File: src/rtl/core/dfpp_pkg.sv
// ----------------------------------------------------------------------------
// dfpp_pkg
// Shared types, byte codes and helpers for the DLE framed packet parser.
// ----------------------------------------------------------------------------
`default_nettype none

package dfpp_pkg;

  // Default number of payload bytes kept per frame
  localparam int unsigned PayloadKeepDefault = 2;

  // Framing and response byte codes
  localparam logic [7:0] ByteDle   = 8'h0B;
  localparam logic [7:0] ByteStart = 8'h02;
  localparam logic [7:0] ByteEnd   = 8'h03;
  localparam logic [7:0] ByteAck   = 8'h07;
  localparam logic [7:0] ByteNak   = 8'h08;

  // Response frame length and index of its last byte
  localparam int unsigned RespLen = 5;
  localparam int unsigned RespCntW = $clog2(RespLen);
  localparam logic [RespCntW-1:0] RespLast = RespCntW'(RespLen - 1);

  // Receive parser phases
  typedef enum logic [3:0] {
    PH_HUNT,
    PH_START,
    PH_TARGET,
    PH_COMMAND,
    PH_SIZE,
    PH_PAYLOAD,
    PH_CHK1,
    PH_CHK2,
    PH_TDLE,
    PH_TEND
  } phase_e;

  // Parsed frame handed from parser to responder
  typedef struct packed {
    logic       nak;
    logic [7:0] target;
    logic [7:0] command;
    logic [7:0] size;
    logic [7:0] payload_first;
    logic [7:0] payload_second;
  } resp_t;

  // Response byte at a given position of the frame
  function automatic logic [7:0] resp_byte(input logic [RespCntW-1:0] pos,
                                           input logic nak);
    logic [7:0] b;
    b = ByteDle;
    case (pos)
      RespCntW'(0): b = ByteDle;
      RespCntW'(1): b = ByteStart;
      RespCntW'(2): b = nak ? ByteNak : ByteAck;
      RespCntW'(3): b = ByteDle;
      RespCntW'(4): b = ByteEnd;
      default:      b = ByteDle;
    endcase
    return b;
  endfunction

endpackage

`default_nettype wire

File: src/rtl/core/dfpp_parser.sv
// ----------------------------------------------------------------------------
// dfpp_parser
// Receive side: walks the frame byte by byte, holds the header and the first
// payload bytes, and pushes one response descriptor on the END position.
// ----------------------------------------------------------------------------
`default_nettype none

module dfpp_parser #(
  parameter int unsigned PayloadKeep = dfpp_pkg::PayloadKeepDefault
) (
  input  wire logic          clk_i,
  input  wire logic          rst_ni,
  input  wire logic          in_valid_i,
  output logic               in_stall_o,
  input  wire logic [7:0]    rx_byte_i,
  input  wire logic          resp_busy_i,
  output logic               resp_push_o,
  output dfpp_pkg::resp_t    resp_o
);
  import dfpp_pkg::*;

  phase_e     phase_q, phase_d;
  logic [7:0] bytes_left_q, bytes_left_d;
  logic       trailer_bad_q, trailer_bad_d;
  logic [7:0] target_q, command_q, size_q;
  logic [7:0] store_q [PayloadKeep];
  logic [7:0] pay_idx;
  logic       accept;

  // Hold the END byte while the previous response still drains
  assign in_stall_o = resp_busy_i && (phase_q == PH_TEND);
  assign accept     = in_valid_i && !in_stall_o;

  assign pay_idx = size_q - bytes_left_q;

  // Next phase and counters
  always_comb begin
    phase_d       = phase_q;
    bytes_left_d  = bytes_left_q;
    trailer_bad_d = trailer_bad_q;
    case (phase_q)
      PH_HUNT: begin
        if (rx_byte_i == ByteDle) phase_d = PH_START;
      end
      PH_START: begin
        if (rx_byte_i == ByteStart) begin
          trailer_bad_d = 1'b0;
          phase_d       = PH_TARGET;
        end else begin
          phase_d = PH_HUNT;
        end
      end
      PH_TARGET:  phase_d = PH_COMMAND;
      PH_COMMAND: phase_d = PH_SIZE;
      PH_SIZE: begin
        bytes_left_d = rx_byte_i;
        phase_d      = (rx_byte_i == 8'd0) ? PH_CHK1 : PH_PAYLOAD;
      end
      PH_PAYLOAD: begin
        bytes_left_d = bytes_left_q - 8'd1;
        if (bytes_left_q == 8'd1) phase_d = PH_CHK1;
      end
      PH_CHK1: phase_d = PH_CHK2;
      PH_CHK2: phase_d = PH_TDLE;
      PH_TDLE: begin
        trailer_bad_d = (rx_byte_i != ByteDle);
        phase_d       = PH_TEND;
      end
      PH_TEND: begin
        trailer_bad_d = 1'b0;
        phase_d       = PH_HUNT;
      end
      default: phase_d = PH_HUNT;
    endcase
  end

  // Control state
  always_ff @(posedge clk_i or negedge rst_ni) begin
    if (!rst_ni) begin
      phase_q       <= PH_HUNT;
      bytes_left_q  <= 8'd0;
      trailer_bad_q <= 1'b0;
    end else if (accept) begin
      phase_q       <= phase_d;
      bytes_left_q  <= bytes_left_d;
      trailer_bad_q <= trailer_bad_d;
    end
  end

  // Header fields, always written before a response can go out
  always_ff @(posedge clk_i) begin
    if (accept) begin
      if (phase_q == PH_TARGET)  target_q  <= rx_byte_i;
      if (phase_q == PH_COMMAND) command_q <= rx_byte_i;
      if (phase_q == PH_SIZE)    size_q    <= rx_byte_i;
    end
  end

  // Kept payload bytes: cleared on START, filled in arrival order
  for (genvar k = 0; k < PayloadKeep; k++) begin : g_store
    always_ff @(posedge clk_i) begin
      if (accept) begin
        if (phase_q == PH_START && rx_byte_i == ByteStart) begin
          store_q[k] <= 8'd0;
        end else if (phase_q == PH_PAYLOAD && pay_idx == 8'(k)) begin
          store_q[k] <= rx_byte_i;
        end
      end
    end
  end

  // Response descriptor
  assign resp_push_o          = accept && (phase_q == PH_TEND);
  assign resp_o.nak           = trailer_bad_q || (rx_byte_i != ByteEnd);
  assign resp_o.target        = target_q;
  assign resp_o.command       = command_q;
  assign resp_o.size          = size_q;
  assign resp_o.payload_first = store_q[0];

  if (PayloadKeep > 1) begin : g_second
    assign resp_o.payload_second = store_q[1];
  end else begin : g_no_second
    assign resp_o.payload_second = 8'd0;
  end

  // Checks
  a_push_idle: assert property (@(posedge clk_i) disable iff (!rst_ni)
    resp_push_o |-> !resp_busy_i)
    else $error("response pushed while responder busy");

  a_pay_count: assert property (@(posedge clk_i) disable iff (!rst_ni)
    (phase_q == PH_PAYLOAD) |-> (bytes_left_q != 8'd0))
    else $error("payload phase with no bytes left");

  a_tend_hunt: assert property (@(posedge clk_i) disable iff (!rst_ni)
    resp_push_o |=> (phase_q == PH_HUNT) && !trailer_bad_q)
    else $error("parser did not return to hunt after frame");

endmodule

`default_nettype wire

File: src/rtl/core/dfpp_resp.sv
// ----------------------------------------------------------------------------
// dfpp_resp
// Transmit side: holds one response descriptor and plays out the five-byte
// ACK or NAK frame, decoded from the registered byte counter and descriptor.
// ----------------------------------------------------------------------------
`default_nettype none

module dfpp_resp (
  input  wire logic             clk_i,
  input  wire logic             rst_ni,
  input  wire logic             resp_push_i,
  input  wire dfpp_pkg::resp_t  resp_i,
  output logic                  resp_busy_o,
  output logic                  out_valid_o,
  input  wire logic             out_stall_i,
  output logic [7:0]            tx_byte_o,
  output logic                  last_byte_o,
  output logic                  is_nak_o,
  output logic [7:0]            frame_target_o,
  output logic [7:0]            frame_command_o,
  output logic [7:0]            frame_size_o,
  output logic [7:0]            payload_first_o,
  output logic [7:0]            payload_second_o
);
  import dfpp_pkg::*;

  logic                busy_q, busy_d;
  logic [RespCntW-1:0] cnt_q, cnt_d;
  resp_t               desc_q;
  logic                out_accept;

  assign out_accept = busy_q && !out_stall_i;

  // Byte counter and busy flag
  always_comb begin
    busy_d = busy_q;
    cnt_d  = cnt_q;
    if (resp_push_i) begin
      busy_d = 1'b1;
      cnt_d  = '0;
    end else if (out_accept) begin
      if (cnt_q == RespLast) begin
        busy_d = 1'b0;
      end else begin
        cnt_d = cnt_q + RespCntW'(1);
      end
    end
  end

  always_ff @(posedge clk_i or negedge rst_ni) begin
    if (!rst_ni) begin
      busy_q <= 1'b0;
      cnt_q  <= '0;
    end else begin
      busy_q <= busy_d;
      cnt_q  <= cnt_d;
    end
  end

  // Descriptor register
  always_ff @(posedge clk_i) begin
    if (resp_push_i) desc_q <= resp_i;
  end

  assign resp_busy_o      = busy_q;
  assign out_valid_o      = busy_q;
  assign tx_byte_o        = resp_byte(cnt_q, desc_q.nak);
  assign last_byte_o      = (cnt_q == RespLast);
  assign is_nak_o         = desc_q.nak;
  assign frame_target_o   = desc_q.target;
  assign frame_command_o  = desc_q.command;
  assign frame_size_o     = desc_q.size;
  assign payload_first_o  = desc_q.payload_first;
  assign payload_second_o = desc_q.payload_second;

  // Checks
  a_cnt_range: assert property (@(posedge clk_i) disable iff (!rst_ni)
    busy_q |-> (cnt_q <= RespLast))
    else $error("response counter out of range");

  a_last_done: assert property (@(posedge clk_i) disable iff (!rst_ni)
    out_accept && last_byte_o && !resp_push_i |=> !busy_q)
    else $error("responder still busy after last byte");

  a_stall_hold: assert property (@(posedge clk_i) disable iff (!rst_ni)
    busy_q && out_stall_i |=> busy_q && $stable(cnt_q))
    else $error("response position moved while stalled");

  a_first_byte: assert property (@(posedge clk_i) disable iff (!rst_ni)
    resp_push_i |=> busy_q && (cnt_q == '0))
    else $error("response did not start at first byte");

endmodule

`default_nettype wire

File: src/rtl/core/dle_framed_packet_parser.sv
// ----------------------------------------------------------------------------
// dle_framed_packet_parser
// Latency: the first response byte is valid the cycle after the END-position
//   byte is accepted; the five bytes follow one per cycle when not stalled.
// Throughput: one received byte per cycle; the END-position byte alone is
//   held off while the previous response is still draining.
// Reset: asynchronous, clears the parser to the DLE hunt and the responder
//   to idle.
// ----------------------------------------------------------------------------
`default_nettype none

module dle_framed_packet_parser #(
  parameter int unsigned PayloadKeep = dfpp_pkg::PayloadKeepDefault
) (
  input  wire logic       clk_i,
  input  wire logic       rst_ni,
  input  wire logic       in_valid_i,
  output logic            in_stall_o,
  input  wire logic [7:0] rx_byte_i,
  output logic            out_valid_o,
  input  wire logic       out_stall_i,
  output logic [7:0]      tx_byte_o,
  output logic            last_byte_o,
  output logic            is_nak_o,
  output logic [7:0]      frame_target_o,
  output logic [7:0]      frame_command_o,
  output logic [7:0]      frame_size_o,
  output logic [7:0]      payload_first_o,
  output logic [7:0]      payload_second_o
);
  import dfpp_pkg::*;

  logic  resp_busy;
  logic  resp_push;
  resp_t resp;

  // Receive parser
  dfpp_parser #(
    .PayloadKeep (PayloadKeep)
  ) u_parser (
    .clk_i       (clk_i),
    .rst_ni      (rst_ni),
    .in_valid_i  (in_valid_i),
    .in_stall_o  (in_stall_o),
    .rx_byte_i   (rx_byte_i),
    .resp_busy_i (resp_busy),
    .resp_push_o (resp_push),
    .resp_o      (resp)
  );

  // Response generator
  dfpp_resp u_resp (
    .clk_i            (clk_i),
    .rst_ni           (rst_ni),
    .resp_push_i      (resp_push),
    .resp_i           (resp),
    .resp_busy_o      (resp_busy),
    .out_valid_o      (out_valid_o),
    .out_stall_i      (out_stall_i),
    .tx_byte_o        (tx_byte_o),
    .last_byte_o      (last_byte_o),
    .is_nak_o         (is_nak_o),
    .frame_target_o   (frame_target_o),
    .frame_command_o  (frame_command_o),
    .frame_size_o     (frame_size_o),
    .payload_first_o  (payload_first_o),
    .payload_second_o (payload_second_o)
  );

endmodule

`default_nettype wire
File: config.mk
export PLATFORM = sky130hd
export DESIGN_NAME = dle_framed_packet_parser
export DESIGN_NICKNAME = d
export VERILOG_FILES = /design/src/rtl/core/dfpp_pkg.sv /design/src/rtl/core/dfpp_parser.sv /design/src/rtl/core/dfpp_resp.sv /design/src/rtl/core/dle_framed_packet_parser.sv
export SDC_FILE = /design/constraint.sdc
export NUM_CORES = 1
export LEC_CHECK = 0
export BUFFER_PORTS_ARGS = -buffer_cell sky130_fd_sc_hd__buf_2
export CAP_MARGIN = 10
export CORE_MARGIN = 2
export CORE_UTILIZATION = 40
export CTS_CLUSTER_SIZE = 30
export DETAILED_ROUTE_END_ITERATION = 12
export SLEW_MARGIN = 25
export SYNTH_ARGS = -nofsm -noshare
export SYNTH_HDL_FRONTEND = slang
export SYNTH_SLANG_ARGS = --single-unit
File: constraint.sdc
create_clock -name clk_i -period 3.01 [get_ports clk_i]
set_input_delay 0.602 -clock clk_i [delete_from_list [all_inputs] [get_ports clk_i]]
set_output_delay 0.602 -clock clk_i [all_outputs]
set_load 0.02 [all_outputs]
* Word-level counts from Yosys, hierarchy flattened
Memory sizes are Yosys's and may differ from the RTL's. A register that Yosys moved wholly into a read port is not among the register bits.
Cells that the tools add are included.
** Storage, ports and cells
- Register bits after elaboration :: 66
- Latch bits :: 0
- Memory bits (writable) :: 16
- Bits in read-only memories :: 0
- Input port bits :: 12
- Output and inout port bits :: 52
- Memories kept :: 1
** Memory list
- u_parser.store_q :: words 2, width 8, read ports 2, clocked after memory_dff 2, write ports 2, line dfpp_parser.sv:26 : logic [7:0] store_q [PayloadKeep];
** Cells by class
- $add $sub $neg :: 3
- Multipliers :: 0
- Divide/modulo/power cells :: 0
- $lt $le $gt $ge :: 0
- Equal/unequal tests :: 22
- Shifts and indexed selects :: 0
- Multiplexer cells :: 29
- Bitwise logic cells :: 2
- Reductions and logical operators :: 25
** Operators with widths (count)
- $pmux 4 s9 :: 1
- $pmux 8 s3 :: 1
- $eq 4x3->1 const B :: 4
- $eq 8x1->1 const B :: 2
- $logic_not 8->1 :: 2
- $mux 8 :: 2
- $pmux 8 s2 :: 1
- $mux 1 :: 15
- $mux 4 :: 3
- $reduce_and 2->1 :: 6
- $mux 3 :: 3
- $eq 4x2->1 const B :: 2
- $eq 4x4->1 const B :: 2
- $eq 8x2->1 const B :: 1
- $eq 8x4->1 const B :: 1
- $ne 8x2->1 const B :: 1
- $ne 8x4->1 const B :: 1
- $sub 8x1->8 const B :: 1
- $sub 8x8->8 :: 1
- $logic_and 1x1->1 :: 7
- $ne 2x1->1 const B :: 3
- $reduce_and 3->1 :: 2
- $reduce_bool 2->1 :: 3
- $eq 4x1->1 const B :: 1
- 12 further kinds :: 15

* Longest topological paths before layout
Gate-level depths: netlist of run 1.
- Depth after elaboration :: 8
- Depth in mapped cells :: 9
- Gate-level depth less buffers :: 9

* Cells and area by module
From an unflattened synthesis of run 1, not the netlist that was laid out.
** Unflattened totals
- Cell total of the unflattened synthesis :: 310
- Area total of the unflattened synthesis :: 4302.9 sq um
** Modules (own cells, without submodules)
- dfpp_parser :: instances 1, cells an instance 230, area each 2741.4 sq um, sequential area each 1526.5 sq um
- dfpp_resp :: instances 1, cells an instance 80, area each 1561.5 sq um, sequential area each 1331.3 sq um

* Least setup slack after synthesis of run 1
Ideal clock, no wire load.
- Path type :: register to register
- Start point :: register u_parser.bytes_left_q[0]
- End point :: memory u_parser.store_q[0][0] (enable)
- Library setup time :: 0.329 ns
- Data arrival time :: 2.318 ns
- Data required time :: 2.681 ns
- Path slack :: 0.363 ns
- Cell stages (with the launch flop) :: 9
- Cell sequence :: dfrtp_1 ha_1 fa_1 xor2_1 o2111ai_1 a211oi_2 o311ai_2 nor4_4 or2_1
** RTL lines
- start, declared :: line dfpp_parser.sv:23 : logic [7:0] bytes_left_q, bytes_left_d;
- start signal, assigned :: line dfpp_parser.sv:85 : bytes_left_q <= bytes_left_d;
- end, declared :: line dfpp_parser.sv:26

==> results of run 1 <==
-- critical path: stages, from the launching register on --
cell and delay, ps:
dfrtp_1 450, ha_1 240, fa_1 400, xor2_1 170
o2111ai_1 130, a211oi_2 220, o311ai_2 210, nor4_4 300
or2_1 330
-- state kept, by name (all words and copies together), names as in the netlist, 3 cells and up --
signal,cells
payload_first_o,8
payload_second_o,8
u_parser.bytes_left_q,8
u_parser.command_q,8
u_parser.phase_q,4
u_parser.size_q,8
u_parser.store_q,16
u_parser.target_q,8
u_resp.cnt_q,3
u_resp.frame_command_o,8
u_resp.frame_size_o,8
u_resp.frame_target_o,8
-- synth_stat cells (all sizes together), types with 2 or more instances --
master / count
a211oi: 2
a21o: 3
a21oi: 16
a31oi: 2
and2: 18
and3: 2
buf: 5
clkbuf: 6
dfrtp: 17
edfxtp: 81
ha: 13
inv: 17
mux2i: 2
nand2: 18
nand2b: 4
nand3: 3
nand3b: 2
nand4: 6
nor2: 20
nor2b: 5
nor3: 8
nor3b: 2
nor4: 3
nor4b: 2
o2111ai: 2
o21a: 2
o21ai: 16
o31ai: 2
o32ai: 2
or2: 4
xnor2: 2
xor2: 3
-- per-layer routing --
layer / wire length (um) / vias to the layer above
met5: 0 / -
met3: 565 / 21
met2: 3650 / 103
met4: 176 / 0
li1: - / 1259
met1: 3440 / 1155
-- stage by stage --
stage          std cells  util (%)
2_1_floorplan        309         -
3_3_place_gp         500      45.7
3_5_place_dp         500      45.7
4_1_cts              516      47.5
5_1_grt              516      47.5
6_report             516      47.5
-- report_power, final --
group	internal, mW	total, mW	switching [mW]
combinational	0.461	1.23	0.764
clock	0.315	0.797	0.482
sequential	1.62	1.77	0.155
-- cells in the final DEF, fill, tap and decap left out, drive strengths merged, types with 3 or more instances in the layout --
cell    synthesis  routed
edfxtp         81      81
buf             5      66
nor2           20      20
inv            17      19
nand2          18      18
and2           18      18
dfrtp          17      17
a21oi          16      16
o21ai          16      16
ha             13      13
clkbuf          6       9
nor3            8       8
nand4           6       6
nor2b           5       5
clkinv          0       5
nand2b          4       4
conb            1       4
or2             4       4
xor2            3       3
a21o            3       3
nand3           3       3
nor4            3       3
-- layout make-up --
class / count / share of cell area, %
Tap cell: 136 / 3.50
Clock buffer: 9 / 2.55
Clock inverter: 7 / 1.26
Timing Repair Buffer: 66 / 7.41
Sequential cell: 98 / 58.7
Multi-Input combinational cell: 183 / 25.2
Inverter: 17 / 1.31
-- cells by family (layout without fill, tap and decap cells) --
family | count (synthesis) | after routing | share of synthesized area [%]
compound gates | 55 | 55 | 8.50
xor+xnor | 5 | 5 | 1.04
fa+ha+maj | 14 | 14 | 4.36
buf+inv | 28 | 99 | 2.89
flops | 98 | 98 | 68.1
mux | 2 | 2 | 0.477
other cells | 1 | 4 | 0.0894
simple gates | 103 | 103 | 14.5
-- worst paths after layout --
kind / end / slack, ps / cells after the start
setup / recovery: u_parser.store_q[1][0]$_SDFFCE_PN0P_ / 220 / 8
hold / removal: u_resp.out_valid_o$_DFFE_PN0P_ / 160 / 1
setup reg to reg: u_parser.store_q[1][0]$_SDFFCE_PN0P_ / 220 / 8
hold reg to reg: payload_second_o[0]$_DFFE_PP_ / 420 / 0
max in group asynchronous: u_parser.trailer_bad_q$_DFFE_PN0P_ / 2540 / 1
min in group clk_i: payload_second_o[0]$_DFFE_PP_ / 420 / 0
==> summary.md, run 1 <==
| Metric | Value |
|---|---|
| Lkg Pwr | approximately 1.9 nW |
| ANT cells | 0 |
| CP Capture Type | register |
| Sink Count | 98 |
| Placement Setup Slack | between 200 and 250 ps |
| CTS Buf Count | 9 |
| IR drop worst, VDD | about 290 uV |
| Final Cycle Share | roughly 93% |
| Cts hold-fix bufs | 0 |
| Multi-input logic area | ~0.0012 sq mm |
| Synth area leader | edfxtp_1 |
| Io pins | 64 |
| Drc violations | 0 |
| Final Worst Setup Slack | between 200 and 250 ps |
| CTS clk-pin slew, worst paths | 100 ps |
| CTS tree | done |
| Post-synth EDFFs | between 80 and 90 |
| Routing usage on met3 | 3.43% |
| Min cycle time layout | 2790 ps |
| Vias in the first global route | between 2000 and 2500 |
| Area grow syn2layout | 16.0% |
| Met1 GRT Util | between 20% and 30% |
| # nets final | 401 |
| Post-CTS setup buffers | 0 |
| Gp weighted congestion | 0.856 |
| RR Startpoint | u_parser.bytes_left_q[0]$_DFFE_PN0P_ |
| Die span in y | around 110 um |
| # setup viols final | 0 |
| FF+latch count, synth | between 90 and 100 |
| Clock Latency Late Sink | approximately 370 ps |
| First-pass GRT wire length | roughly 13000 um |
| Gr usage total | 14.8% |
| Syn avg cell area | approximately 14 sq um |
| Resized cells post-CTS | 0 |
| Most used routing layer | met2 |
| Max-slew violations | 0 |
| Max Root-Sink Buffers | 2 |
| Synth cell types | between 50 and 60 |
| Crit Path Max Fanout | 8 |
| Initial antenna violation count | 0 |
| Share of cells above drive strength 1 | around 24% |
| Die X | between 100 and 150 um |
| WL per Instance | approximately 15 um |
| Via count | between 2000 and 3000 |
| Filler instances | between 800 and 900 |
| Status | complete, no violations |
| Syn Std Cell Area | between 0.004 and 0.005 sq mm |
| FFs w/ async S/R, synth | roughly 17% |
| Initial Utilization | roughly 41% |
| RSZ-0062 raised after global routing | false |
| Final instance area | 0.00486 sq mm |
| Area contributors post-synth | edfxtp_1 (58%), dfrtp_1 (10%), ha_1 (3.9%), and2_1 (2.7%), a21oi_1 (1.9%) |
| Met2 GRT Util | between 20% and 30% |
| Min Hold Slack | between 150 and 200 ps |
| Reg area | roughly 0.0029 sq mm |
| Arrival time worst endpoint | 2830 ps |
| Total power | approximately 3.8 mW |
| Worst-margin pin slew | 690 ps |
| Pwr Density | 780 mW/mm^2 |
| Cells after Synth | around 300 |
| Drt pass-1 iters | 5 |
| Total die area | between 0.01 and 0.015 sq mm |
| CTS H-tree lvls | 3 |
| Clock Skew | about 17 ps |
| Yosys warnings | 0 |
| Global route overflow | 0 |
| Post-route ant nets | 0 |
| Largest net degree at the start of global routing | 33 |
| Critical path launch point type | register |
| Drt initial violations | between 200 and 300 |
| Root buffer selected by CTS | clkbuf_8 |
| Worst setup path startpoint | u_parser.bytes_left_q[0]$_DFFE_PN0P_ |
| Main synth FF type | edfxtp_1 |
| Placed cell area | between 0.004 and 0.005 sq mm |
| HP Class | primary input to asynchronous set/reset pin |
| Slew margin rel. | about 54% |
| Max Clock Freq | around 360 MHz |
| Sequential fraction of the synthesis area | approximately two thirds |
| Crit path required time | roughly 3100 ps |
| Core area | 0.0102 sq mm |
| Via density | just under 5 |
| Routed WL | between 7000 and 8000 um |
| Row Count | 37 |
| Hold Fails Final Rpt | 0 |
| Yosys top cell area share | around 58% |
| HPWL Detailed | between 5000 and 6000 um |
| Port buffer count | between 50 and 60 |
| Max Cap Viol | 0 |
| Path type of the worst setup path | register to register |
| TNS Setup | 0 ps |
(Power assumes the default switching activity.)
==> run 2, diff against run 1 <==
--- a/config.mk
+++ b/config.mk
@@ -7,6 +7,7 @@
 export LEC_CHECK = 0
 export BUFFER_PORTS_ARGS = -buffer_cell sky130_fd_sc_hd__buf_2
 export CAP_MARGIN = 10
+export CORE_ASPECT_RATIO = 1.2
 export CORE_MARGIN = 2
 export CORE_UTILIZATION = 40
 export CTS_CLUSTER_SIZE = 30
==> run 2 against run 1 <==
Net effect:
- global-route usage grew 0.51 points
- total power up 11%
- combinational power hardly changed
- highest routed layer unchanged
- final area increased by 2.3%
==> summary.md, run 2 (synthesis results as in run 1) <==
| Metric | Value |
|---|---|
| Initial Utilization | 41.5% (+0.49 points) |
| Hold Fails Final Rpt | 0 (unchanged) |
| Arrival time worst endpoint | 2760 ps (-70 ps) |
| WL per Instance | 16.3 um (+7.5%) |
| CTS clk-pin slew, worst paths | 70 ps (-30 ps) |
| Port buffer count | 59 (unchanged) |
| Final core occ | 49.2% (+1.7 points) |
| Crit path required time | 3010 ps (-40 ps) |
| Root buffer selected by CTS | clkbuf_16 |
| Worst-margin pin slew | 654 ps (-35.4 ps) |
| RSZ-0062 raised after global routing | false |
| Clock Latency Late Sink | 340 ps (-30 ps) |
| Area grow syn2layout | 18.6% |
| Sink Count | 98 (unchanged) |
| # setup viols final | 0 (unchanged) |
| Min cycle time layout | 2760 ps (-38.3 ps) |
| Core area | 0.0101 sq mm (-1.2%) |
| Total die area | 0.0113 sq mm (about the same) |
| Largest register FFs | 16 (unchanged) |
| Placed cells | 490 (-2.0%) |
| Die X | 97.5 um (-8.4%) |
| Row Count | 40 (+8.1%) |
| Resized cells post-CTS | 0 (unchanged) |
| Final Non-Filler Cells | 506 (-1.9%) |
| CP Capture Type | register |
| Gp weighted congestion | 0.825 (-3.6%) |
| Initial antenna violation count | 0 (unchanged) |
| Most common cell after layout, fill and taps aside | edfxtp_1 |
| Die span in y | 116 um (+9.2%) |
| Slew margin rel. | 56.2% (+2.4 points) |
| Io pins | 64 (unchanged) |
| Final Worst Setup Slack | 254 ps (+38.3 ps) |
| CTS H-tree lvls | 3 (unchanged) |
| Drt pass-1 iters | 4 (-1) |
| Largest net degree at the start of global routing | 46 (+39%) |
| Max Cap Viol | 0 (unchanged) |
| Pwr Density | 850 mW/mm^2 (+8.9%) |
| Reg2Reg Depth | 8 (unchanged) |
| Crit Path Max Fanout | 8 (unchanged) |
| Via count | 2609 (+2.8%) |
| Final Cycle Share | 91.6% (-1.3 points) |
| Cts hold-fix bufs | 0 (unchanged) |
| Path type of the worst setup path | register to register |
| CTS Buf Count | 9 (unchanged) |
| Max-slew violations | 0 (unchanged) |
| Clock Skew | 7.62 ps (-9.34 ps) |
| Global route overflow | 0 (unchanged) |
| Drc violations | 0 (unchanged) |
| First-pass GRT wire length | 13000 um (+3.3%) |
| Via density | 5.16 (+4.8%) |
| Routed WL | 8260 um (+5.4%) |
| ANT cells | 0 (unchanged) |
| Critical path launch point type | register |
| Gr usage total | 15.3% (+0.51 points) |
| Vias in the first global route | 2520 (+5.0%) |
| IR drop worst, VDD | 306 uV (+6.5%) |
| Commonest non-fill, non-tap cells in the layout | edfxtp_1 (81), buf_2 (59), nand2_1 (18), nor2_1 (18), and2_1 (18) |
| Max Root-Sink Buffers | 2 (unchanged) |
| HPWL Detailed | 5780 um (+7.1%) |
| Register with the most flip-flops | u_parser.store_q |
| HP Class | primary input to asynchronous set/reset pin |
| # nets final | 401 (unchanged) |
| Status | complete, no violations |
| TNS Setup | 0 ps (unchanged) |
| Min Hold Slack | 187 ps (+28.8 ps) |
| Post-route ant nets | 0 (unchanged) |
| Share of cells above drive strength 1 | 24.2% (-0.26 points) |
| Placement Setup Slack | 267 ps (+24.1 ps) |
| Lkg Pwr | 1.94 nW (+2.9%) |
| Filler instances | 917 (+2.5%) |
| Max Clock Freq | 363 MHz (+1.4%) |
| Post-CTS setup buffers | 0 (unchanged) |
| CTS tree | done |
| Drt initial violations | 193 (-26%) |
[run 2: changes by cell type in the layout (fill, tap and decap cells not counted), sizes merged]
cell and delta:
clkbuf +2, bufinv +2, clkinv -5, clkinvlp +1
[run 2: area by class of cell]
| cell class | instances | area (sq um) | area share [%] |
|---|---|---|---|
| sequential | 98 | 2860 | 57.4 |
| multi-input combinational | 183 | 1230 | 24.7 |
| timing repair buffer | 66 | 348 | 6.99 |
| clock buffer | 11 | 233 | 4.68 |
| tap | 126 | 158 | 3.17 |
| clock inverter | 5 | 87.6 | 1.76 |
| inverter | 17 | 63.8 | 1.28 |
[run 2: worst max-delay path, stage by stage (launching register included)]
cell	delay [ps]
dfrtp_1	390
inv_1	90
ha_1	320
or2b_2	190
or3b_1	370
a211oi_2	230
o311ai_2	200
nor4_4	300
or2_1	340
[run 2: layer usage]
metal  vias up  global-route usage, %  wire length [um]
met5         -                      0                 0
met2        98                   25.7              4030
met4         0                   8.43               275
met1      1236                   18.0              3490
met3        17                   4.13               464
li1       1258                      -                 -
[run 2: worst paths after layout]
kind	startpoint	slack, ps	to
worst max-delay path	u_parser.bytes_left_q[6]$_DFFE_PN0P_	250	u_parser.store_q[0][6]$_SDFFCE_PN0P_
worst min-delay path	rst_ni	190	u_resp.cnt_q[0]$_DFFE_PN0P_
worst max register to register	u_parser.bytes_left_q[6]$_DFFE_PN0P_	250	u_parser.store_q[0][6]$_SDFFCE_PN0P_
worst min register to register	u_parser.store_q[0][4]$_SDFFCE_PN0P_	420	payload_first_o[4]$_DFFE_PP_
max in group asynchronous	rst_ni	2540	u_parser.bytes_left_q[7]$_DFFE_PN0P_
min in group clk_i	u_parser.store_q[0][4]$_SDFFCE_PN0P_	420	payload_first_o[4]$_DFFE_PP_
[run 2: stage by stage]
step / power (mW) / area (sq um)
after detailed placement: 3.03 / 4650
final: 4.23 / 4970
after global routing: 4.49 / 4970
after floorplan: 2.72 / 4210
after CTS: 4.25 / 4970
after global placement: 3.00 / 4650
[run 2: report_power, final]
group          internal, mW  leakage, nW  switching, mW
combinational         0.458        0.824          0.757
clock                 0.738        0.152          0.487
sequential             1.62        0.963          0.166
total                  2.82         1.94           1.41
